### config.mk
export PLATFORM = sky130hd
export DESIGN_NAME = tcw_addr_unit
export DESIGN_NICKNAME = d
export VERILOG_FILES = /design/src/hdl/tcw_pkg.sv /design/src/hdl/tcw_addr_unit.sv
export SDC_FILE = /design/constraint.sdc
export NUM_CORES = 1
export LEC_CHECK = 0
export BUFFER_PORTS_ARGS = -buffer_cell sky130_fd_sc_hd__buf_4
export CORE_UTILIZATION = 46
export DETAILED_ROUTE_END_ITERATION = 7
export MAX_ROUTING_LAYER = met4
export PLACE_DENSITY_LB_ADDON = 0.25
export SLEW_MARGIN = 20
export SYNTH_ARGS = -nofsm -noshare
export SYNTH_HDL_FRONTEND = slang
export SYNTH_SLANG_ARGS = --single-unit
### constraint.sdc
create_clock -name vclk -period 9.1
set_input_delay 2.73 -clock vclk [all_inputs]
set_output_delay 2.73 -clock vclk [all_outputs]
set_load 0.03 [all_outputs]
### src/hdl/tcw_pkg.sv
// Shared constants, types and codes of the text console character writer.
`default_nettype none

package tcw_pkg;

    localparam int COLUMNS     = 80;
    localparam int ROWS        = 25;
    localparam int CELLS       = COLUMNS * ROWS;
    // The last row is never written, so only the rows above it are stored.
    localparam int STORE_ROWS  = ROWS - 1;
    localparam int STORE_CELLS = STORE_ROWS * COLUMNS;

    localparam int COL_W      = $clog2(COLUMNS);
    localparam int ROW_W      = $clog2(ROWS);
    localparam int ADDR_W     = $clog2(STORE_CELLS);
    localparam int POS_CALC_W = $clog2(CELLS + 1);

    localparam int CMD_W   = 1;
    localparam int CHAR_W  = 8;
    localparam int ATTR_W  = 8;
    localparam int INDEX_W = 11;
    localparam int POS_W   = 11;
    localparam int CELL_W  = CHAR_W + ATTR_W;

    localparam logic [CMD_W-1:0] CMD_PUT  = 1'b0;
    localparam logic [CMD_W-1:0] CMD_READ = 1'b1;

    localparam logic [CHAR_W-1:0] CH_BACKSPACE = 8'h08;
    localparam logic [CHAR_W-1:0] CH_TAB       = 8'h09;
    localparam logic [CHAR_W-1:0] CH_LF        = 8'h0A;
    localparam logic [CHAR_W-1:0] CH_CR        = 8'h0D;
    localparam logic [CHAR_W-1:0] CH_NUL       = 8'h00;

    localparam logic [ATTR_W-1:0] ATTR_RESET = 8'h02;

    typedef enum logic [2:0] {
        ST_CLEAR,
        ST_IDLE,
        ST_DIV,
        ST_RD_WAIT,
        ST_PUT,
        ST_BS_WAIT,
        ST_SCROLL,
        ST_DONE
    } t_state;

    typedef struct packed {
        logic              wr_en;
        logic              rd_en;
        logic [ADDR_W-1:0] addr;
        logic [CELL_W-1:0] wdata;
    } t_mem_req;

    typedef struct packed {
        logic [ROW_W-1:0] base;
        logic [ROW_W-1:0] row;
        logic [COL_W-1:0] col;
    } t_addr_req;

endpackage

`default_nettype wire

### src/hdl/tcw_addr_unit.sv
// Shared address unit: logical row and column to physical cell store address.
`default_nettype none

module tcw_addr_unit (
    input  var tcw_pkg::t_addr_req             i_req,
    output logic [tcw_pkg::ADDR_W-1:0]         o_addr
);

    logic [tcw_pkg::ROW_W:0] sum;
    logic [tcw_pkg::ROW_W:0] prow;

    // Rows are kept in a ring starting at base; wrap once.
    assign sum  = {1'b0, i_req.base} + {1'b0, i_req.row};
    assign prow = (sum >= (tcw_pkg::ROW_W + 1)'(tcw_pkg::STORE_ROWS))
                ? sum - (tcw_pkg::ROW_W + 1)'(tcw_pkg::STORE_ROWS)
                : sum;

    assign o_addr = tcw_pkg::ADDR_W'(prow) * tcw_pkg::ADDR_W'(tcw_pkg::COLUMNS)
                  + tcw_pkg::ADDR_W'(i_req.col);

endmodule

`default_nettype wire

# Word level (Yosys, flattened, before mapping)
# Index checks and enable logic that the tools add are counted.
# word_totals
ff_bits,0
input_bits,17
out_inout_bits,11
elab_cells,6
# classes
add_sub_neg,3
n_mul,1
n_lt_le_gt_ge,1
n_mux,1
# ops
cell,n
$add 11x7->11,1
$mul 6x3->7 const B,1
$add 5x5->6,1
$ge 6x5->1 const B,1
$mux 6,1
$sub 6x5->6 const B,1

# Longest topological paths before layout
# Gate-level depths: netlist (run 1).
# logic_depth
ltp_word,5
depth_mapped,17

# Worst setup path before layout (run 1)
# Ideal clock, no wire load.
# synth_timing
path_type,input to output
from,input port i_req[7] (netlist bit)
to,output port o_addr[10] (netlist bit)
arrival_ns,6.634
required_ns,6.370
setup_slack_ns,-0.264
stages,17
cell_sequence,ha_1 fa_1 a21o_1 a21oi_2 xor2_1 inv_1 ha_1 o21ai_0 o31a_1 o32ai_2 ha_1 fa_1 xor2_1 o2111ai_1 xor2_1 xnor2_1 xnor2_1
# synth_between
elab_chain_cells,5
# synth_rtl
item,line_no,text
from (decl),tcw_addr_unit.sv:5,"input var tcw_pkg::t_addr_req i_req,"
$add 5x5->6 (*),tcw_addr_unit.sv:13,"assign sum = {1'b0, i_req.base} + {1'b0, i_req.row};"
$sub 6x5->6 or $ge 6x5->1 (tied branches),"tcw_addr_unit.sv:15, tcw_addr_unit.sv:14",
$mux 6 (*),tcw_addr_unit.sv:15,? sum - (tcw_pkg::ROW_W + 1)'(tcw_pkg::STORE_ROWS)
$mul 6x3->7 (*),tcw_addr_unit.sv:18,assign o_addr = tcw_pkg::ADDR_W'(prow) * tcw_pkg::ADDR_W'(tcw_pkg::COLUMNS)
$add 11x7->11 (*),tcw_addr_unit.sv:19,+ tcw_pkg::ADDR_W'(i_req.col);
to (decl),tcw_addr_unit.sv:6,output logic [tcw_pkg::ADDR_W-1:0] o_addr
# Mark *: on every way between the ends. The rest lies on a longest branch, timed or not.

# Worst setup path after layout (run 1)
# Same ends and word-level chain as after synthesis.

==> results of run 1 <==
-- layout make-up --
cell class / count / area share [%]
Timing Repair Buffer: 30 / 25.1
Multi-Input combinational cell: 59 / 70.9
Inverter: 5 / 2.06
Tap cell: 14 / 1.92
-- power by group through the flow --
stage,clock network (mW),logic (mW),registers (mW)
CTS,0,0.267,0
floorplan,0,0.168,0
global route,0,0.292,0
detailed placement,0,0.248,0
finish,0,0.269,0
global placement,0,0.241,0
-- through the flow --
step	cells	instance area [um^2]	setup TNS, ns	setup slack (ns)
after floorplan	68	663	0	0.0554
after global placement	107	868	-0.0644	-0.0644
after detailed placement	107	868	-0.166	-0.166
after CTS	108	908	0	0.00567
after global routing	108	912	-0.209	-0.209
final	108	912	0	0.0382
-- placed cells by master (no fill, tap or decap), types with 2 or more instances in the layout --
cell / instances
sky130_fd_sc_hd__a211oi_2: 2
sky130_fd_sc_hd__a21o_1: 4
sky130_fd_sc_hd__a21oi_2: 3
sky130_fd_sc_hd__buf_4: 29
sky130_fd_sc_hd__fa_2: 2
sky130_fd_sc_hd__ha_1: 13
sky130_fd_sc_hd__ha_4: 2
sky130_fd_sc_hd__inv_1: 5
sky130_fd_sc_hd__nand2_1: 3
sky130_fd_sc_hd__nor2_1: 2
sky130_fd_sc_hd__nor3b_1: 2
sky130_fd_sc_hd__o21ai_0: 2
sky130_fd_sc_hd__xnor2_1: 4
sky130_fd_sc_hd__xor2_1: 5
-- cells by family after synthesis --
group	count (synthesis)	share of synthesized area [%]
compound gates	16	21.0
buf+inv	9	7.78
xor+xnor	11	15.4
mux	2	3.39
simple gates	11	11.0
fa+ha+maj	19	41.5
-- synth_stat cells (2+ instances only) --
library cell | n | area [um^2]
sky130_fd_sc_hd__ha_1 | 16 | 200
sky130_fd_sc_hd__a211oi_2 | 2 | 25.0
sky130_fd_sc_hd__a21oi_1 | 2 | 10.0
sky130_fd_sc_hd__a21o_1 | 4 | 30.0
sky130_fd_sc_hd__buf_4 | 4 | 30.0
sky130_fd_sc_hd__xnor2_1 | 5 | 43.8
sky130_fd_sc_hd__fa_1 | 3 | 60.1
sky130_fd_sc_hd__o21ai_0 | 2 | 10.0
sky130_fd_sc_hd__nor3b_1 | 2 | 15.0
sky130_fd_sc_hd__a21oi_2 | 2 | 17.5
sky130_fd_sc_hd__xor2_1 | 6 | 52.6
sky130_fd_sc_hd__inv_1 | 5 | 18.8
sky130_fd_sc_hd__nor2_1 | 2 | 7.51
sky130_fd_sc_hd__nand2_1 | 3 | 11.3
-- how the worst max path moves through the flow --
stage	endpoint	slack, ns	depth (start not counted)
after global routing	o_addr[10]	-0.21	20
after floorplan	o_addr[10]	0.06	16
final	o_addr[10]	0.04	20
after CTS	o_addr[10]	0.006	18
after global placement	o_addr[10]	-0.06	18
after detailed placement	o_addr[10]	-0.17	19
-- per-layer routing --
layer	routed length (um)	global-route usage, %
met1	579	28.8
met2	651	32.9
met5	0	-
met3	58	0
met4	0	0
-- timing repair --
action | 4_1_cts | 5_1_grt
setup buffers | 1 | 0
pin swaps | 7 | 3
hold buffers | 0 | 0
gates resized for setup | 5 | 1
setup endpoints to repair | 1 | 2
==> impl_summary.log, run 1 <==
[metrics] slew at the pin with the worst max-slew slack: roughly 0.50 ns
[metrics] switching share of power: between 50% and 60%
[metrics] Area Overhead vs Synth: 45.5%
[metrics] Top Ports: 28
[metrics] Hold Crit Endpoint: o_addr[0]
[metrics] hold path startpoint: i_req[0]
[metrics] starting density of the core: ~53%
[metrics] global-route wire length before repair: 2.12 mm
[metrics] power per unit of standard cell area: ~300 mW/mm^2
[metrics] critical path fanouts, max: 2
[metrics] total power after layout: around 0.27 mW
[metrics] horizontal extent of the die: between 30 and 40 um
[metrics] share of the core filled with cells in the final layout: about three quarters
[metrics] Synth Area per Inst: roughly 9 um^2
[metrics] number of global-route vias before repair: roughly 520
[metrics] largest delay contributor family on the critical path: adder cells
[metrics] crit path launch type: primary input
[metrics] total iterations of the first detailed-routing run: 4
[metrics] maximum number of pins on one net before global-route repair: 8
[metrics] internal power summed over all cells: between 0.1 and 0.15 mW
[metrics] drt initial violations: 4
[metrics] post-synthesis cell count: 68
[metrics] IR Drop Worst-Case VDD: about 0.26 mV
[metrics] drt via density: 5.06
[metrics] run status: complete, no violations
[metrics] part of the power in registers: 0%
[metrics] max-cap violations: 0
[metrics] logic gate share of total power: between 90% and 100%
[metrics] initial antenna violation count: 0
[metrics] net count after synthesis: 104
[metrics] Switch Pwr: roughly 0.14 mW
[metrics] number of sequential cells in the layout: 0
[metrics] number of distinct library cell variants in the gate-level netlist after synthesis: 24
[metrics] number of hold violations in the final report: 0
[metrics] placed wire-length estimate after detailed placement: about 1.1 mm
[metrics] area of all sequential standard cells: 0 um^2
[metrics] cell-by-cell listing of the critical path: buf_4 > ha_2 > fa_2 > a21o_1 > a21oi_2 > xor2_1 > inv_1 > ha_4 > o21ai_0 > o31a_1 > o32ai_4 > ha_4 > buf_4 > ha_1 > a21o_1 > a21oi_2 > xor2_1 > xnor2_1 > xnor2_2 > buf_6
[metrics] kind of critical path: primary input to primary output
[metrics] critical path's slowest cell: sky130_fd_sc_hd__fa_2
[metrics] total length of routed wires: roughly 1.3 mm
[metrics] max incr delay on CP: roughly 0.34 ns
[metrics] Max Freq: approximately 110 MHz
[metrics] number of placement rows: 12
[metrics] overflow left after global routing: 0
[metrics] Bufs and invs on worst path: 4
[metrics] Critical path origin: i_req[7]
[metrics] die footprint: 0.00151 mm^2
[metrics] cell count of the worst hold path: 0
[metrics] endpoint kind of the worst setup timing path: primary output
[metrics] number of synthesis warnings: 0
[metrics] number of design rule violations left after detail routing: 0
[metrics] gpl congestion: slightly below 0.7
[metrics] total via count in the routed design: ~550
[metrics] worst relative slew slack: around two thirds
[metrics] # diodes: 0
[metrics] vertical extent of the die: 38.9 um
[metrics] required time worst endpoint: between 6 and 7 ns
[metrics] post-route clock period utilization: 99.6%
[metrics] sequential-to-total area share from yosys stat: 0%
[metrics] Total Routing Usage GR: 19.9%
[metrics] RSZ-0062 raised after global routing: true
[metrics] core area: 0.00119 mm^2
[metrics] clock buffer count: 0
[metrics] remaining number of nets flagged by the antenna check after routing: 0
[metrics] Clock Power Share: 0%
[metrics] layout cell share with drive strength beyond 1: ~50%
[metrics] DR WL/cell: 11.9 um
[metrics] Synth Cell Area: between 600 and 700 um^2
[metrics] max-slew violation total from the final report: 0
[metrics] type of the tightest min-delay check: primary input to primary output
[metrics] count of final setup violators: 0
[metrics] Filler cells: 82
[metrics] data arrival time at the worst-slack endpoint: between 6 and 7 ns
[metrics] LEAKAGE: 0.458 nW
[metrics] Final Hold Slack: around 5.5 ns
[metrics] Final Net Count: around 130
[metrics] count of buffers inserted at the top-level ports: 20
[metrics] fin crit period: 9.06 ns
[metrics] total area of multi-input combinational cells: 647 um^2
(Power assumes the default switching activity.)
==> inputs of run 2 (changes only) <==
GPL_TIMING_DRIVEN = 0   (was unset)
==> run 2 against run 1 <==
Compared with the run above: utilization increased by 7.8 points; global-route usage is 0.073 points higher; power increased by 0.63%; die area unchanged; sequential share of layout area stayed put; combinational power is essentially flat; first-iteration DRC count is 130% higher; routed wire length rose by 15%; final cell count grew 6.5%; non-clock buffer count grew 7; largest cell class unchanged; highest routed layer unchanged.
==> impl_summary.log, run 2 (same netlist as run 1, synthesis figures left out) <==
[metrics] cell-by-cell listing of the critical path: buf_6 > ha_4 > fa_2 > a21o_1 > a21oi_4 > xor2_2 > buf_4 > nand2_1 > mux2i_2 > ha_1 > ha_1 > fa_2 > xor2_2 > o2111ai_2 > xor2_1 > xnor2_1 > xnor2_2 > buf_6
[metrics] number of global-route vias before repair: approximately 530
[metrics] Max Freq: between 100 and 150 MHz
[metrics] layout cell share with drive strength beyond 1: between 50% and 60%
[metrics] Total Routing Usage GR: about 20%
[metrics] area of all sequential standard cells: 0 um^2
[metrics] endpoint kind of the worst setup timing path: primary output
[metrics] number of placed instances, taps included: between 100 and 150
[metrics] power per unit of standard cell area: around 270 mW/mm^2
[metrics] overflow left after global routing: 0
[metrics] Clock Power Share: 0%
[metrics] total via count in the routed design: between 500 and 600
[metrics] Final Hold Slack: roughly 5.7 ns
[metrics] LEAKAGE: 0.496 nW
[metrics] internal power summed over all cells: between 0.1 and 0.15 mW
[metrics] max-slew violation total from the final report: 0
[metrics] clock buffer count: 0
[metrics] number of sequential cells in the layout: 0
[metrics] hold path startpoint: i_req[3]
[metrics] Setup TNS: 0 ns
[metrics] logic gate share of total power: 100.0%
[metrics] total iterations of the first detailed-routing run: 4
[metrics] total length of routed wires: roughly 1.5 mm
[metrics] Final Net Count: around 140
[metrics] Critical path origin: i_req[12]
[metrics] number of placement rows: 12
[metrics] most common cell after layout, fill and taps aside: sky130_fd_sc_hd__buf_4
[metrics] switching share of power: 52.5%
[metrics] number of design rule violations left after detail routing: 0
[metrics] global-route wire length before repair: ~2.1 mm
[metrics] crit path launch type: primary input
[metrics] count of final setup violators: 0
[metrics] Area Overhead vs Synth: 60.3%
[metrics] initial antenna violation count: 0
[metrics] non-filler instance count after layout: approximately 120
[metrics] starting density of the core: between 50% and 60%
[metrics] type of the tightest min-delay check: primary input to primary output
[metrics] remaining number of nets flagged by the antenna check after routing: 0
[metrics] Switch Pwr: 0.142 mW
[metrics] count of buffers inserted at the top-level ports: 24
[metrics] required time worst endpoint: ~6.4 ns
[metrics] # hold bufs at CTS: 0
[metrics] drt via density: ~5
[metrics] share of the core filled with cells in the final layout: around 85%
[metrics] IR Drop Worst-Case VDD: between 0.3 and 0.4 mV
[metrics] part of the power in registers: 0%
[metrics] number of hold violations in the final report: 0
[metrics] max incr delay on CP: 0.41 ns
[metrics] placed wire-length estimate after detailed placement: between 1 and 1.5 mm
[metrics] Top Ports: 28
[metrics] run status: complete, no violations
[metrics] worst relative slew slack: about two thirds
[metrics] horizontal extent of the die: around 39 um
[metrics] max-cap violations: 0
[metrics] drt initial violations: 9
[metrics] RSZ-0062 raised after global routing: true
[metrics] vertical extent of the die: a little under 40 um
[metrics] data arrival time at the worst-slack endpoint: approximately 6.3 ns
[metrics] most frequent cells in the layout: sky130_fd_sc_hd__buf_4, sky130_fd_sc_hd__ha_1, sky130_fd_sc_hd__a21o_1, sky130_fd_sc_hd__inv_1, sky130_fd_sc_hd__xnor2_1
[metrics] DR WL/cell: 12.9 um
[metrics] critical path's slowest cell: sky130_fd_sc_hd__fa_2
[metrics] # diodes: 0
[metrics] critical path fanouts, max: 2
[metrics] post-route clock period utilization: 98.8%
[metrics] die footprint: 0.00151 mm^2
[metrics] fin crit period: 8.99 ns
[metrics] slew at the pin with the worst max-slew slack: between 0.4 and 0.5 ns
[metrics] kind of critical path: primary input to primary output
[metrics] gpl congestion: 0.717
[metrics] maximum number of pins on one net before global-route repair: 8
[metrics] total power after layout: 0.271 mW
[metrics] core area: 0.00119 mm^2
run 2: changes by cell type in the layout (fill, tap and decap cells not counted), moves of 2 or more:
cell and change:
sky130_fd_sc_hd__a21oi_2 -2, sky130_fd_sc_hd__buf_4 +5, sky130_fd_sc_hd__buf_6 +2, sky130_fd_sc_hd__xor2_1 -2, sky130_fd_sc_hd__xor2_2 +2
run 2: power by group through the flow:
stage | clock network [mW] | registers, mW | logic (mW)
2_1_floorplan | 0 | 0 | 0.168
3_3_place_gp | 0 | 0 | 0.224
3_5_place_dp | 0 | 0 | 0.229
4_1_cts | 0 | 0 | 0.261
5_1_grt | 0 | 0 | 0.293
6_report | 0 | 0 | 0.271
run 2: layout make-up:
cell class	count	area [um^2]
multi-input cells	59	679
plain buffers	4	30.0
fillers	66	181
well taps	14	17.5
inverters	5	18.8
repair buffers	33	259
run 2: per-stage QoR:
step | cell area, um^2 | setup slack (ns)
floorplan | 663 | 0.0554
global placement | 861 | -0.250
detailed placement | 861 | -0.341
CTS | 947 | 0.0159
global route | 1000 | -0.0925
finish | 1000 | 0.109
run 2: worst paths after layout:
path         end  slack, ns  cells past startpoint
min    o_addr[3]       5.68                      2
max   o_addr[10]       0.11                     18
run 2: metal layers:
layer | up-vias | global-route usage [%] | routed length, um
li1 | 305 | - | -
met1 | 262 | 26.6 | 694
met2 | 19 | 35.8 | 714
met3 | 0 | 0 | 73
met4 | 0 | 0 | 0
met5 | - | - | 0
run 2: what timing repair did:
action	4_1_cts	5_1_grt
setup buffers	6	3
gates resized for setup	6	8
setup endpoints to repair	1	1
pin swaps	8	12
run 2: worst max-delay path: cells and delay by family:
| kind | cells | cell delay (ns) |
|---|---|---|
| multiplexers | 1 | 0.21 |
| adder cells (fa/ha/maj) | 5 | 1.41 |
| AND/OR/NAND/NOR | 1 | 0.06 |
| AO/OA/AOI/OAI | 3 | 0.51 |
| buffers and inverters | 3 | 0.39 |
| XOR/XNOR | 5 | 0.95 |
