<file path="src/hdl/tcw_pkg.sv">
// Shared constants, types and codes of the text console character writer.
`default_nettype none

package tcw_pkg;

    localparam int COLUMNS     = 80;
    localparam int ROWS        = 25;
    localparam int CELLS       = COLUMNS * ROWS;
    // The last row is never written, so only the rows above it are stored.
    localparam int STORE_ROWS  = ROWS - 1;
    localparam int STORE_CELLS = STORE_ROWS * COLUMNS;

    localparam int COL_W      = $clog2(COLUMNS);
    localparam int ROW_W      = $clog2(ROWS);
    localparam int ADDR_W     = $clog2(STORE_CELLS);
    localparam int POS_CALC_W = $clog2(CELLS + 1);

    localparam int CMD_W   = 1;
    localparam int CHAR_W  = 8;
    localparam int ATTR_W  = 8;
    localparam int INDEX_W = 11;
    localparam int POS_W   = 11;
    localparam int CELL_W  = CHAR_W + ATTR_W;

    localparam logic [CMD_W-1:0] CMD_PUT  = 1'b0;
    localparam logic [CMD_W-1:0] CMD_READ = 1'b1;

    localparam logic [CHAR_W-1:0] CH_BACKSPACE = 8'h08;
    localparam logic [CHAR_W-1:0] CH_TAB       = 8'h09;
    localparam logic [CHAR_W-1:0] CH_LF        = 8'h0A;
    localparam logic [CHAR_W-1:0] CH_CR        = 8'h0D;
    localparam logic [CHAR_W-1:0] CH_NUL       = 8'h00;

    localparam logic [ATTR_W-1:0] ATTR_RESET = 8'h02;

    typedef enum logic [2:0] {
        ST_CLEAR,
        ST_IDLE,
        ST_DIV,
        ST_RD_WAIT,
        ST_PUT,
        ST_BS_WAIT,
        ST_SCROLL,
        ST_DONE
    } t_state;

    typedef struct packed {
        logic              wr_en;
        logic              rd_en;
        logic [ADDR_W-1:0] addr;
        logic [CELL_W-1:0] wdata;
    } t_mem_req;

    typedef struct packed {
        logic [ROW_W-1:0] base;
        logic [ROW_W-1:0] row;
        logic [COL_W-1:0] col;
    } t_addr_req;

endpackage

`default_nettype wire

</file>
<file path="src/hdl/tcw_if.sv">
// Valid/ready channel interfaces: command input, result output, attribute write.
`default_nettype none

interface tcw_in_if;
    logic                          valid;
    logic                          ready;
    logic [tcw_pkg::CMD_W-1:0]     command;
    logic [tcw_pkg::CHAR_W-1:0]    char_code;
    logic [tcw_pkg::INDEX_W-1:0]   cell_index;

    modport source (output valid, output command, output char_code, output cell_index,
                    input ready);
    modport sink   (input valid, input command, input char_code, input cell_index,
                    output ready);
endinterface

interface tcw_out_if;
    logic                        valid;
    logic                        ready;
    logic [tcw_pkg::POS_W-1:0]   cursor_position;
    logic [tcw_pkg::CHAR_W-1:0]  read_char;
    logic [tcw_pkg::ATTR_W-1:0]  read_attribute;

    modport source (output valid, output cursor_position, output read_char,
                    output read_attribute, input ready);
    modport sink   (input valid, input cursor_position, input read_char,
                    input read_attribute, output ready);
endinterface

interface tcw_cfg_if;
    logic                        valid;
    logic                        ready;
    logic [tcw_pkg::ATTR_W-1:0]  text_attribute;

    modport source (output valid, output text_attribute, input ready);
    modport sink   (input valid, input text_attribute, output ready);
endinterface

`default_nettype wire

</file>
<file path="src/hdl/tcw_ctrl.sv">
// Sequencer: cursor, row ring base, index divide loop, scroll and clear sweeps.
`default_nettype none

module tcw_ctrl (
    input  wire                             i_clk,
    input  wire                             i_rst_n,
    tcw_in_if.sink                          i_in,
    tcw_out_if.source                       o_out,
    tcw_cfg_if.sink                         i_cfg,
    output tcw_pkg::t_addr_req              o_addr_req,
    input  wire [tcw_pkg::ADDR_W-1:0]       i_addr,
    output tcw_pkg::t_mem_req               o_mem_req,
    input  wire [tcw_pkg::CELL_W-1:0]       i_rdata
);

    localparam int COL_W  = tcw_pkg::COL_W;
    localparam int ROW_W  = tcw_pkg::ROW_W;
    localparam int ADDR_W = tcw_pkg::ADDR_W;

    tcw_pkg::t_state r_state, n_state;

    logic [tcw_pkg::CHAR_W-1:0]  r_char, n_char;
    logic [tcw_pkg::INDEX_W-1:0] r_rem, n_rem;
    logic [ROW_W-1:0]            r_qrow, n_qrow;
    logic [COL_W-1:0]            r_col, n_col;
    logic [ROW_W-1:0]            r_row, n_row;
    logic [ROW_W-1:0]            r_base, n_base;
    logic [ADDR_W-1:0]           r_cnt, n_cnt;
    logic [tcw_pkg::ATTR_W-1:0]  r_attr, n_attr;
    logic [tcw_pkg::CHAR_W-1:0]  r_res_char, n_res_char;
    logic [tcw_pkg::ATTR_W-1:0]  r_res_attr, n_res_attr;
    logic                        r_out_valid, n_out_valid;
    logic [tcw_pkg::POS_W-1:0]   r_out_pos, n_out_pos;
    logic [tcw_pkg::CHAR_W-1:0]  r_out_char, n_out_char;
    logic [tcw_pkg::ATTR_W-1:0]  r_out_attr, n_out_attr;

    logic [COL_W:0]                 col_nx;
    logic [ROW_W-1:0]               row_nx;
    logic [tcw_pkg::POS_CALC_W-1:0] pos_calc;

    assign i_in.ready  = (r_state == tcw_pkg::ST_IDLE);
    assign i_cfg.ready = 1'b1;

    assign o_out.valid           = r_out_valid;
    assign o_out.cursor_position = r_out_pos;
    assign o_out.read_char       = r_out_char;
    assign o_out.read_attribute  = r_out_attr;

    assign pos_calc = tcw_pkg::POS_CALC_W'(r_row)
                    * tcw_pkg::POS_CALC_W'(tcw_pkg::COLUMNS)
                    + tcw_pkg::POS_CALC_W'(r_col);

    always_ff @(posedge i_clk) begin
        if (!i_rst_n) begin
            r_state     <= tcw_pkg::ST_CLEAR;
            r_col       <= '0;
            r_row       <= '0;
            r_base      <= '0;
            r_cnt       <= '0;
            r_attr      <= tcw_pkg::ATTR_RESET;
            r_out_valid <= 1'b0;
        end else begin
            r_state     <= n_state;
            r_col       <= n_col;
            r_row       <= n_row;
            r_base      <= n_base;
            r_cnt       <= n_cnt;
            r_attr      <= n_attr;
            r_out_valid <= n_out_valid;
        end
    end

    always_ff @(posedge i_clk) begin
        r_char     <= n_char;
        r_rem      <= n_rem;
        r_qrow     <= n_qrow;
        r_res_char <= n_res_char;
        r_res_attr <= n_res_attr;
        r_out_pos  <= n_out_pos;
        r_out_char <= n_out_char;
        r_out_attr <= n_out_attr;
    end

    // Logical row and column of the cell touched this cycle.
    always_comb begin
        o_addr_req.base = r_base;
        o_addr_req.row  = r_row;
        o_addr_req.col  = r_col;
        unique case (r_state)
            tcw_pkg::ST_DIV: begin
                o_addr_req.row = r_qrow;
                o_addr_req.col = r_rem[COL_W-1:0];
            end
            tcw_pkg::ST_PUT: begin
                if (r_char == tcw_pkg::CH_BACKSPACE) begin
                    o_addr_req.col = r_col - COL_W'(1);
                end
            end
            tcw_pkg::ST_SCROLL: begin
                o_addr_req.col = r_cnt[COL_W-1:0];
            end
            default: begin
            end
        endcase
    end

    always_comb begin
        n_state     = r_state;
        n_char      = r_char;
        n_rem       = r_rem;
        n_qrow      = r_qrow;
        n_col       = r_col;
        n_row       = r_row;
        n_base      = r_base;
        n_cnt       = r_cnt;
        n_attr      = r_attr;
        n_res_char  = r_res_char;
        n_res_attr  = r_res_attr;
        n_out_valid = r_out_valid & ~o_out.ready;
        n_out_pos   = r_out_pos;
        n_out_char  = r_out_char;
        n_out_attr  = r_out_attr;
        col_nx      = {1'b0, r_col};
        row_nx      = r_row;

        o_mem_req.wr_en = 1'b0;
        o_mem_req.rd_en = 1'b0;
        o_mem_req.addr  = i_addr;
        o_mem_req.wdata = '0;

        if (i_cfg.valid) begin
            n_attr = i_cfg.text_attribute;
        end

        unique case (r_state)
            tcw_pkg::ST_CLEAR: begin
                o_mem_req.wr_en = 1'b1;
                o_mem_req.addr  = r_cnt;
                n_cnt           = r_cnt + ADDR_W'(1);
                if (r_cnt == ADDR_W'(tcw_pkg::STORE_CELLS - 1)) begin
                    n_cnt   = '0;
                    n_state = tcw_pkg::ST_IDLE;
                end
            end
            tcw_pkg::ST_IDLE: begin
                if (i_in.valid) begin
                    n_char     = i_in.char_code;
                    n_rem      = i_in.cell_index;
                    n_qrow     = '0;
                    n_res_char = '0;
                    n_res_attr = '0;
                    if (i_in.command == tcw_pkg::CMD_PUT) begin
                        n_state = tcw_pkg::ST_PUT;
                    end else if (32'(i_in.cell_index) >= tcw_pkg::CELLS) begin
                        n_state = tcw_pkg::ST_DONE;
                    end else begin
                        n_state = tcw_pkg::ST_DIV;
                    end
                end
            end
            tcw_pkg::ST_DIV: begin
                // Peel one row off the index per cycle.
                if (r_rem >= tcw_pkg::INDEX_W'(tcw_pkg::COLUMNS)) begin
                    n_rem  = r_rem - tcw_pkg::INDEX_W'(tcw_pkg::COLUMNS);
                    n_qrow = r_qrow + ROW_W'(1);
                end else if (r_qrow == ROW_W'(tcw_pkg::ROWS - 1)) begin
                    // Last row is never written: it reads as cleared.
                    n_state = tcw_pkg::ST_DONE;
                end else begin
                    o_mem_req.rd_en = 1'b1;
                    n_state         = tcw_pkg::ST_RD_WAIT;
                end
            end
            tcw_pkg::ST_RD_WAIT: begin
                n_res_char = i_rdata[tcw_pkg::CHAR_W-1:0];
                n_res_attr = i_rdata[tcw_pkg::CELL_W-1:tcw_pkg::CHAR_W];
                n_state    = tcw_pkg::ST_DONE;
            end
            tcw_pkg::ST_PUT: begin
                n_state = tcw_pkg::ST_DONE;
                unique case (r_char)
                    tcw_pkg::CH_BACKSPACE: begin
                        if (r_col != '0) begin
                            o_mem_req.rd_en = 1'b1;
                            n_col           = r_col - COL_W'(1);
                            n_state         = tcw_pkg::ST_BS_WAIT;
                        end
                    end
                    tcw_pkg::CH_TAB: begin
                        col_nx = ({1'b0, r_col} + (COL_W + 1)'(8)) & ~(COL_W + 1)'(7);
                    end
                    tcw_pkg::CH_CR: begin
                        col_nx = '0;
                    end
                    tcw_pkg::CH_LF: begin
                        col_nx = '0;
                        row_nx = r_row + ROW_W'(1);
                    end
                    default: begin
                        o_mem_req.wr_en = 1'b1;
                        o_mem_req.wdata = {r_attr, r_char};
                        col_nx          = {1'b0, r_col} + (COL_W + 1)'(1);
                    end
                endcase
                if (r_char != tcw_pkg::CH_BACKSPACE) begin
                    if (col_nx >= (COL_W + 1)'(tcw_pkg::COLUMNS)) begin
                        col_nx = '0;
                        row_nx = r_row + ROW_W'(1);
                    end
                    n_col = col_nx[COL_W-1:0];
                    if (row_nx == ROW_W'(tcw_pkg::ROWS - 1)) begin
                        // Scroll: advance the ring, then blank the row that wrapped around.
                        n_row   = ROW_W'(tcw_pkg::ROWS - 2);
                        n_base  = (r_base == ROW_W'(tcw_pkg::STORE_ROWS - 1))
                                ? '0 : r_base + ROW_W'(1);
                        n_cnt   = '0;
                        n_state = tcw_pkg::ST_SCROLL;
                    end else begin
                        n_row = row_nx;
                    end
                end
            end
            tcw_pkg::ST_BS_WAIT: begin
                // Keep the attribute, drop the character.
                o_mem_req.wr_en = 1'b1;
                o_mem_req.wdata = {i_rdata[tcw_pkg::CELL_W-1:tcw_pkg::CHAR_W], tcw_pkg::CH_NUL};
                n_state         = tcw_pkg::ST_DONE;
            end
            tcw_pkg::ST_SCROLL: begin
                o_mem_req.wr_en = 1'b1;
                o_mem_req.wdata = {r_attr, tcw_pkg::CH_NUL};
                n_cnt           = r_cnt + ADDR_W'(1);
                if (r_cnt == ADDR_W'(tcw_pkg::COLUMNS - 1)) begin
                    n_cnt   = '0;
                    n_state = tcw_pkg::ST_DONE;
                end
            end
            tcw_pkg::ST_DONE: begin
                // Hold until the output register is free.
                if (!r_out_valid || o_out.ready) begin
                    n_out_valid = 1'b1;
                    n_out_pos   = tcw_pkg::POS_W'(pos_calc);
                    n_out_char  = r_res_char;
                    n_out_attr  = r_res_attr;
                    n_state     = tcw_pkg::ST_IDLE;
                end
            end
        endcase
    end

endmodule

`default_nettype wire

</file>
<file path="src/flat_wrapper.sv">
// flat-port wrapper written by rule: the top's interface ports become plain ports
module tcw_ctrl_flat 
  (i_clk, i_rst_n, o_addr_req, i_addr, o_mem_req, i_rdata, i_in_valid, i_in_command, i_in_char_code, i_in_cell_index, i_in_ready, o_out_valid, o_out_cursor_position, o_out_read_char, o_out_read_attribute, o_out_ready, i_cfg_valid, i_cfg_text_attribute, i_cfg_ready);
  tcw_in_if i_in_i ();
  tcw_out_if o_out_i ();
  tcw_cfg_if i_cfg_i ();
  input  wire i_clk;
  input  wire i_rst_n;
  output tcw_pkg::t_addr_req o_addr_req;
  input  wire [tcw_pkg::ADDR_W-1:0] i_addr;
  output tcw_pkg::t_mem_req o_mem_req;
  input  wire [tcw_pkg::CELL_W-1:0] i_rdata;
  input wire logic [$bits(i_in_i.valid)-1:0] i_in_valid;
  input wire logic [$bits(i_in_i.command)-1:0] i_in_command;
  input wire logic [$bits(i_in_i.char_code)-1:0] i_in_char_code;
  input wire logic [$bits(i_in_i.cell_index)-1:0] i_in_cell_index;
  output wire logic [$bits(i_in_i.ready)-1:0] i_in_ready;
  output wire logic [$bits(o_out_i.valid)-1:0] o_out_valid;
  output wire logic [$bits(o_out_i.cursor_position)-1:0] o_out_cursor_position;
  output wire logic [$bits(o_out_i.read_char)-1:0] o_out_read_char;
  output wire logic [$bits(o_out_i.read_attribute)-1:0] o_out_read_attribute;
  input wire logic [$bits(o_out_i.ready)-1:0] o_out_ready;
  input wire logic [$bits(i_cfg_i.valid)-1:0] i_cfg_valid;
  input wire logic [$bits(i_cfg_i.text_attribute)-1:0] i_cfg_text_attribute;
  output wire logic [$bits(i_cfg_i.ready)-1:0] i_cfg_ready;
  assign i_in_i.valid = i_in_valid;
  assign i_in_i.command = i_in_command;
  assign i_in_i.char_code = i_in_char_code;
  assign i_in_i.cell_index = i_in_cell_index;
  assign i_in_ready = i_in_i.ready;
  assign o_out_valid = o_out_i.valid;
  assign o_out_cursor_position = o_out_i.cursor_position;
  assign o_out_read_char = o_out_i.read_char;
  assign o_out_read_attribute = o_out_i.read_attribute;
  assign o_out_i.ready = o_out_ready;
  assign i_cfg_i.valid = i_cfg_valid;
  assign i_cfg_i.text_attribute = i_cfg_text_attribute;
  assign i_cfg_ready = i_cfg_i.ready;
  tcw_ctrl u_core (.i_clk(i_clk), .i_rst_n(i_rst_n), .i_in(i_in_i), .o_out(o_out_i), .i_cfg(i_cfg_i), .o_addr_req(o_addr_req), .i_addr(i_addr), .o_mem_req(o_mem_req), .i_rdata(i_rdata));
endmodule
</file>
<file path="config.mk">
export PLATFORM = sky130hd
export DESIGN_NAME = tcw_ctrl_flat
export DESIGN_NICKNAME = d
export VERILOG_FILES = /design/src/hdl/tcw_pkg.sv /design/src/hdl/tcw_if.sv /design/src/hdl/tcw_ctrl.sv /design/src/flat_wrapper.sv
export SDC_FILE = /design/constraint.sdc
export NUM_CORES = 1
export LEC_CHECK = 0
export ABC_AREA = 1
export BUFFER_PORTS_ARGS = -buffer_cell sky130_fd_sc_hd__buf_4
export CORE_MARGIN = 1.5
export CORE_UTILIZATION = 42
export DETAILED_ROUTE_END_ITERATION = 8
export GPL_TIMING_DRIVEN = 0
export PLACE_DENSITY = 0.77
export SLEW_MARGIN = 10
export SYNTH_ARGS = -nofsm -noshare
export SYNTH_HDL_FRONTEND = slang
export SYNTH_SLANG_ARGS = --single-unit
</file>
<file path="constraint.sdc">
create_clock -name i_clk -period 2.3 [get_ports i_clk]
set_input_delay 0.46 -clock i_clk [delete_from_list [all_inputs] [get_ports i_clk]]
set_output_delay 0.46 -clock i_clk [all_outputs]
set_load 0.005 [all_outputs]
</file>
Yosys cells after proc, flatten, opt, wreduce, memory -nomap -nowiden
Cells that the tools add are included.
Word-level totals
  register bits: 107
  bits in latches: 0
  bits in writable memories: 0
  bits in read-only memories: 0
  bits of input ports: 60
  output and inout bits: 76
  logic and storage cells: 131
  memories kept: 0
Cells by class
  $add $sub $neg: 9
  multiply operators: 1
  divide/modulo/power cells: 0
  order comparisons: 3
  equality and inequality tests: 25
  shift-type cells: 0
  multiplexer cells: 54
  bitwise gates (word level): 2
  reductions and logical operators: 22
Operator list (count)
  11-bit 2-to-1 mux: 7
  16-bit one-hot mux with 3 select lines: 1
  5-bit 2-to-1 mux: 9
  7-bit 2-to-1 mux: 5
  3-bit 2-to-1 mux: 11
  11-bit one-hot mux with 3 select lines: 1
  8-bit by 4-bit == test with 1-bit output, second input constant: 4
  8-bit one-hot mux with 2 select lines: 2
  8-bit one-hot mux with 3 select lines: 1
  11-bit one-hot mux with 2 select lines: 1
  3-bit one-hot mux with 7 select lines: 1
  7-bit one-hot mux with 3 select lines: 1
  16-bit 2-to-1 mux: 1
  8-bit 2-to-1 mux: 2
  5-bit by 1-bit adder with 5-bit output, second input constant: 3
  5-bit == test, second input constant: 3
  3-bit == test, second input constant: 4
  2-bit by 1-bit inequality test with 1-bit output, second input constant: 6
  3-bit AND reduction: 4
  11-bit by 1-bit adder with 11-bit output, second input constant: 1
  11-bit by 7-bit adder with 11-bit output: 1
  11-bit == test, second input constant: 1
  11-bit by 7-bit == test with 1-bit output, second input constant: 1
  11-bit greater-or-equal comparator, second input constant: 1
  other kinds (28): 44

Longest topological paths before layout
  depth after elaboration: 12
  depth in mapped cells: 22

Worst setup path before layout
No wires, ideal clock.
  path kind: reg2reg
  from: register u_core.r_state[0]
  to: register u_core.r_res_attr[0] (netlist bit), enable pin
  setup time: 0.411 ns
  arrival: 2.153 ns
  data required time: 1.889 ns
  path slack: -0.265 ns
  stages on the path, launching flop included: 6
  path buffers: 1
  period minus slack after synthesis: 2.565 ns
  path through: dfxtp_1 -> clkbuf_1 -> inv_1 -> nor3_1 -> inv_1 -> o21ai_0
Between the ends
  word-level cells in the longest chain between the ends: 3
  elaborated cells on any way between the ends: 5
  classes of those cells: 3 x eq/ne; 2 x reduce/logical
RTL lines
  start, declared: RTL line tcw_ctrl.sv:20  | tcw_pkg::t_state r_state, n_state;
  start signal, assigned: RTL line tcw_ctrl.sv:55  | r_state <= tcw_pkg::ST_CLEAR;
  start signal, assigned: RTL line tcw_ctrl.sv:63  | r_state <= n_state;
  3-bit by 1-bit == test with 1-bit output (*)
  named net i_in_ready: RTL line flat_wrapper.sv:17  | output wire logic [$bits(i_in_i.ready)-1:0] i_in_ready;
  2-bit inequality test (no line) or 2-bit nonzero test (tied branches)
  2-bit AND reduction (no line) (*)
  end signal, assigned: RTL line tcw_ctrl.sv:78  | r_res_attr <= n_res_attr;
  end, declared: RTL line tcw_ctrl.sv:31  | logic [tcw_pkg::ATTR_W-1:0] r_res_attr, n_res_attr;
The timed path passes the listed nets; every way through them passes the cells marked *.
A chain may end at the register's enable or synchronous reset.

Worst setup path after layout
  from: register u_core.r_char[0] (netlist bit)
  to: register u_core.r_col[5]
Between the ends
  word-level cells in the longest chain between the ends: 7
  elaborated cells on any way between the ends: 14
  classes of those cells: 1 x order compare; 5 x eq/ne; 4 x mux; 4 x reduce/logical
RTL lines
  start, declared: RTL line tcw_ctrl.sv:22  | logic [tcw_pkg::CHAR_W-1:0] r_char, n_char;
  start signal, assigned: RTL line tcw_ctrl.sv:74  | r_char <= n_char;
  8-bit by 4-bit == test with 1-bit output: RTL line tcw_ctrl.sv:181  | unique case (r_char)
  2-bit OR reduction (no line)
  8-bit one-hot mux with 3 select lines: RTL line tcw_ctrl.sv:181
  8-bit 2-to-1 mux: RTL line tcw_ctrl.sv:135  | unique case (r_state)
  8-bit by 7-bit greater-or-equal comparator with 1-bit output: RTL line tcw_ctrl.sv:206  | if (col_nx >= (COL_W + 1)'(tcw_pkg::COLUMNS)) begin
  7-bit 2-to-1 mux: RTL line tcw_ctrl.sv:206
  7-bit 2-to-1 mux: RTL line tcw_ctrl.sv:205  | if (r_char != tcw_pkg::CH_BACKSPACE) begin
  end signal, assigned: RTL line tcw_ctrl.sv:64  | r_col <= n_col;
  end, declared: RTL line tcw_ctrl.sv:25  | logic [COL_W-1:0] r_col, n_col;
Several ways; a longest one is shown, not always the timed one. The select of a mux whose other input is x is not followed.

==> metrics.md <==
| Metric | Value |
|---|---|
| Status | `finished, violations left` |
| Failing checks | `negative setup slack` |
| Number of global-route vias before repair | `5659` |
| P per Cell Area | `991.9 nW/um^2` |
| Share of cells above drive strength 1 | `0.3785` |
| CP cell instances | `buf_6 -> nor2_4 -> nor2_2 -> nor2_4 -> buf_12 -> nand3_4 -> buf_4 -> buf_4 -> buf_4 -> buf_4 -> buf_4 -> buf_4 -> buf_4 -> buf_4 -> buf_4 -> nand3_1 -> a31oi_1` |
| GR Util All Layers | `0.2363` |
| Initial antenna violation count | `0` |
| Synthesized Nets | `850` |
| Most frequent cells in the layout | `buf_4, nand2_1, inv_1` |
| Max cap viols | `0` |
| Die W | `124.1 um` |
| RSZ-0062 raised after global routing | `yes` |
| Crit path time final | `2.544 ns` |
| Average size of a mapped cell | `8.046 um^2` |
| Slew Limit Headroom | `0.4964` |
| DRT antenna net count | `0` |
| Total die area | `15410 um^2` |
| Pre-CTS setup slack | `-0.5126 ns` |
| Core area | `14420 um^2` |
| H-tree level count | `3` |
| LEAKAGE | `3.897 nW` |
| DRC Markers | `0` |
| Kind of cell adding the most delay to the critical path | `buffers and inverters` |
| Largest net degree at the start of global routing | `28` |
| Post-DP HPWL | `12.29 mm` |
| Setup TNS | `-6.087 ns` |
| Row Count | `44` |
| Total chip power | `8.852 mW` |
| Final nets | `1054` |
| # clock sinks | `107` |
| Max Root-Sink Buffers | `2` |
| Fmax | `0.3930 GHz` |
| Kind of critical path | `reg -> reg` |
| Slew Viols, Final | `0` |
| Hold path start | `i_in_char_code[0]` |
| Final setup margin | `-0.2445 ns` |
| Warnings, synthesis | `0` |
| RR Startpoint | `u_core.r_char[0]` |
| CP max FO | `7` |
| CP startpoint | `u_core.r_char[0]` |
| Reg2Reg Setup Slack | `-0.24 ns` |
| EDFF count, synth | `67` |
| Grt total ovfl | `0` |
| Startpoint Class | `flip-flop` |
| Worst slew pin tran | `0.7537 ns` |
| Post-synth top flop | `edfxtp_1` |
| Worst skew pair latency | `0.36 ns` |
| DRT iter0 DRCs | `632` |
| Cell Area, Synth | `6163 um^2` |
| Min-Delay Path Class | `in -> reg` |
| #FFs+latches synth | `107` |
| Die height | `124.1 um` |
| Final Hold Violating Endpoints | `0` |
| Worst path bufs/invs | `11` |
| Worst Skew | `0.009785 ns` |
| Drt pass-1 iters | `5` |
| Initial Util | `0.4273` |
| Crit-path slowest cell | `edfxtp_1` |
| RD Place Congestion | `0.9185` |
| Hold Buf Count CTS | `0` |
| Arrival time at the worst endpoint | `2.76 ns` |
| Io pins | `136` |
| Async set-reset flop share out of synthesis | `0` |
| Clk root buf | `clkbuf_16` |
| Critical Path RT | `2.52 ns` |
| Setup Viol. Count Final | `42` |
| Area of the multi-input gates | `3412 um^2` |
| Most common cell after layout, fill and taps aside | `buf_4` |
| # diodes | `0` |
| Cts bufs inserted | `9` |
| Maximum VDD drop | `770.4 uV` |
| Period utilization | `1.106` |
| Area grow syn2layout | `44.78%` |
| Vias | `6228` |
| Register area | `2836 um^2` |
| Number of port buffers | `134` |
| Crit. End Element | `flip-flop` |
| Count of different cell masters after synthesis | `42` |
| First-pass GRT wire length | `28.06 mm` |
| Largest stage delay, worst path | `0.45 ns` |
| Wire per inst | `16.26 um` |
| CTS clock-pin slew for the worst setup and hold paths | `0.08 ns` |
| Number of fill cells | `1186` |
| Post-Syn Instances | `766` |
| CP most frequent cell | `buf_4` |
| Vias per cell | `5.374` |
| CTS tree | `done` |
| Final WL | `18.85 mm` |
| Register area share after synthesis | `0.4564` |
-- worst register-to-register path, delay by kind of cell, from the launching register on --
kind            cells  cell delay (ns)
compound gates      1             0.10
buf+inv            11             1.43
flops               1             0.45
simple gates        5             0.42
-- worst paths after layout --
check | cells past startpoint | end
max | 17 | u_core.r_col[5]
min reg2reg | 0 | u_core.o_out.read_char[2]
max reg2reg | 17 | u_core.r_col[5]
min | 1 | u_core.r_char[0]
-- per-stage QoR --
step / utilization / area, um^2 / cells / hold WS [ns]
CTS: 0.5836 / 8418 / 1140 / 0.2717
floorplan: - / 6166 / 766 / 0.4003
global placement: 0.5132 / 7402 / 1084 / 0.4004
detailed placement: 0.5154 / 7433 / 1086 / 0.4045
global route: 0.6187 / 8924 / 1159 / 0.2622
finish: 0.6187 / 8924 / 1159 / 0.2784
-- kinds of logic (layout without fill, tap and decap cells) --
family | after synthesis | in the layout | share of synthesized area
AOI/OAI and AO/OA | 137 | 137 | 0.1216
xor gates and xnor gates | 29 | 29 | 0.04121
adders and majority gates | 24 | 24 | 0.05116
buffers and inverters | 133 | 341 | 0.08526
DFF | 107 | 107 | 0.4564
other | 1 | 1 | 0.0006084
and+or+nand+nor | 335 | 336 | 0.2438
-- cells in the mapped netlist (5+ instances only) --
cell | number | area [um^2]
ha_1 | 22 | 275.3
edfxtp_1 | 67 | 2012
dfxtp_1 | 40 | 800.8
nor3_1 | 15 | 75.07
nand3b_1 | 6 | 45.04
xor2_1 | 22 | 192.7
a21oi_1 | 34 | 170.2
a31oi_1 | 7 | 43.79
inv_2 | 5 | 18.77
o21ai_0 | 76 | 380.4
xnor2_1 | 7 | 61.31
clkbuf_1 | 14 | 52.55
nor2_2 | 6 | 37.54
nand4_1 | 20 | 125.1
nand2_1 | 127 | 476.7
nor2_1 | 103 | 386.6
inv_1 | 103 | 386.6
nand3_1 | 44 | 220.2
-- power breakdown --
group	total [mW]	switching (mW)	internal, mW
clock	1.59	0.814	0.776
combinational	4.51	2.65	1.86
sequential	2.75	0.297	2.45
-- cell type report --
class | count | share of cell area
sequential | 107 | 0.3179
inverter | 111 | 0.05034
multi-input combinational | 527 | 0.3824
clock inverter | 7 | 0.008693
tap | 184 | 0.02580
buffer | 21 | 0.01626
clock buffer | 9 | 0.02524
timing repair buffer | 193 | 0.1734
-- metal layers --
metal | global-route usage | part of all wire | vias up
met1 | 0.3039 | 0.40 | 2846
met3 | 0.04945 | 0.085 | 74
met5 | 0 | 0 | -
li1 | - | - | 2968
met2 | 0.3819 | 0.47 | 340
met4 | 0.1080 | 0.040 | 0
-- repair_timing --
item / CTS / global route
pin swaps: 30 / 27
resized for setup: 123 / 109
buffers inserted: 37 / 19
endpoints found under the hold margin: 0 / 0
endpoints found under the setup margin: 64 / 67
gates cloned: 2 / 0
Power figures use the tool's default switching activity.
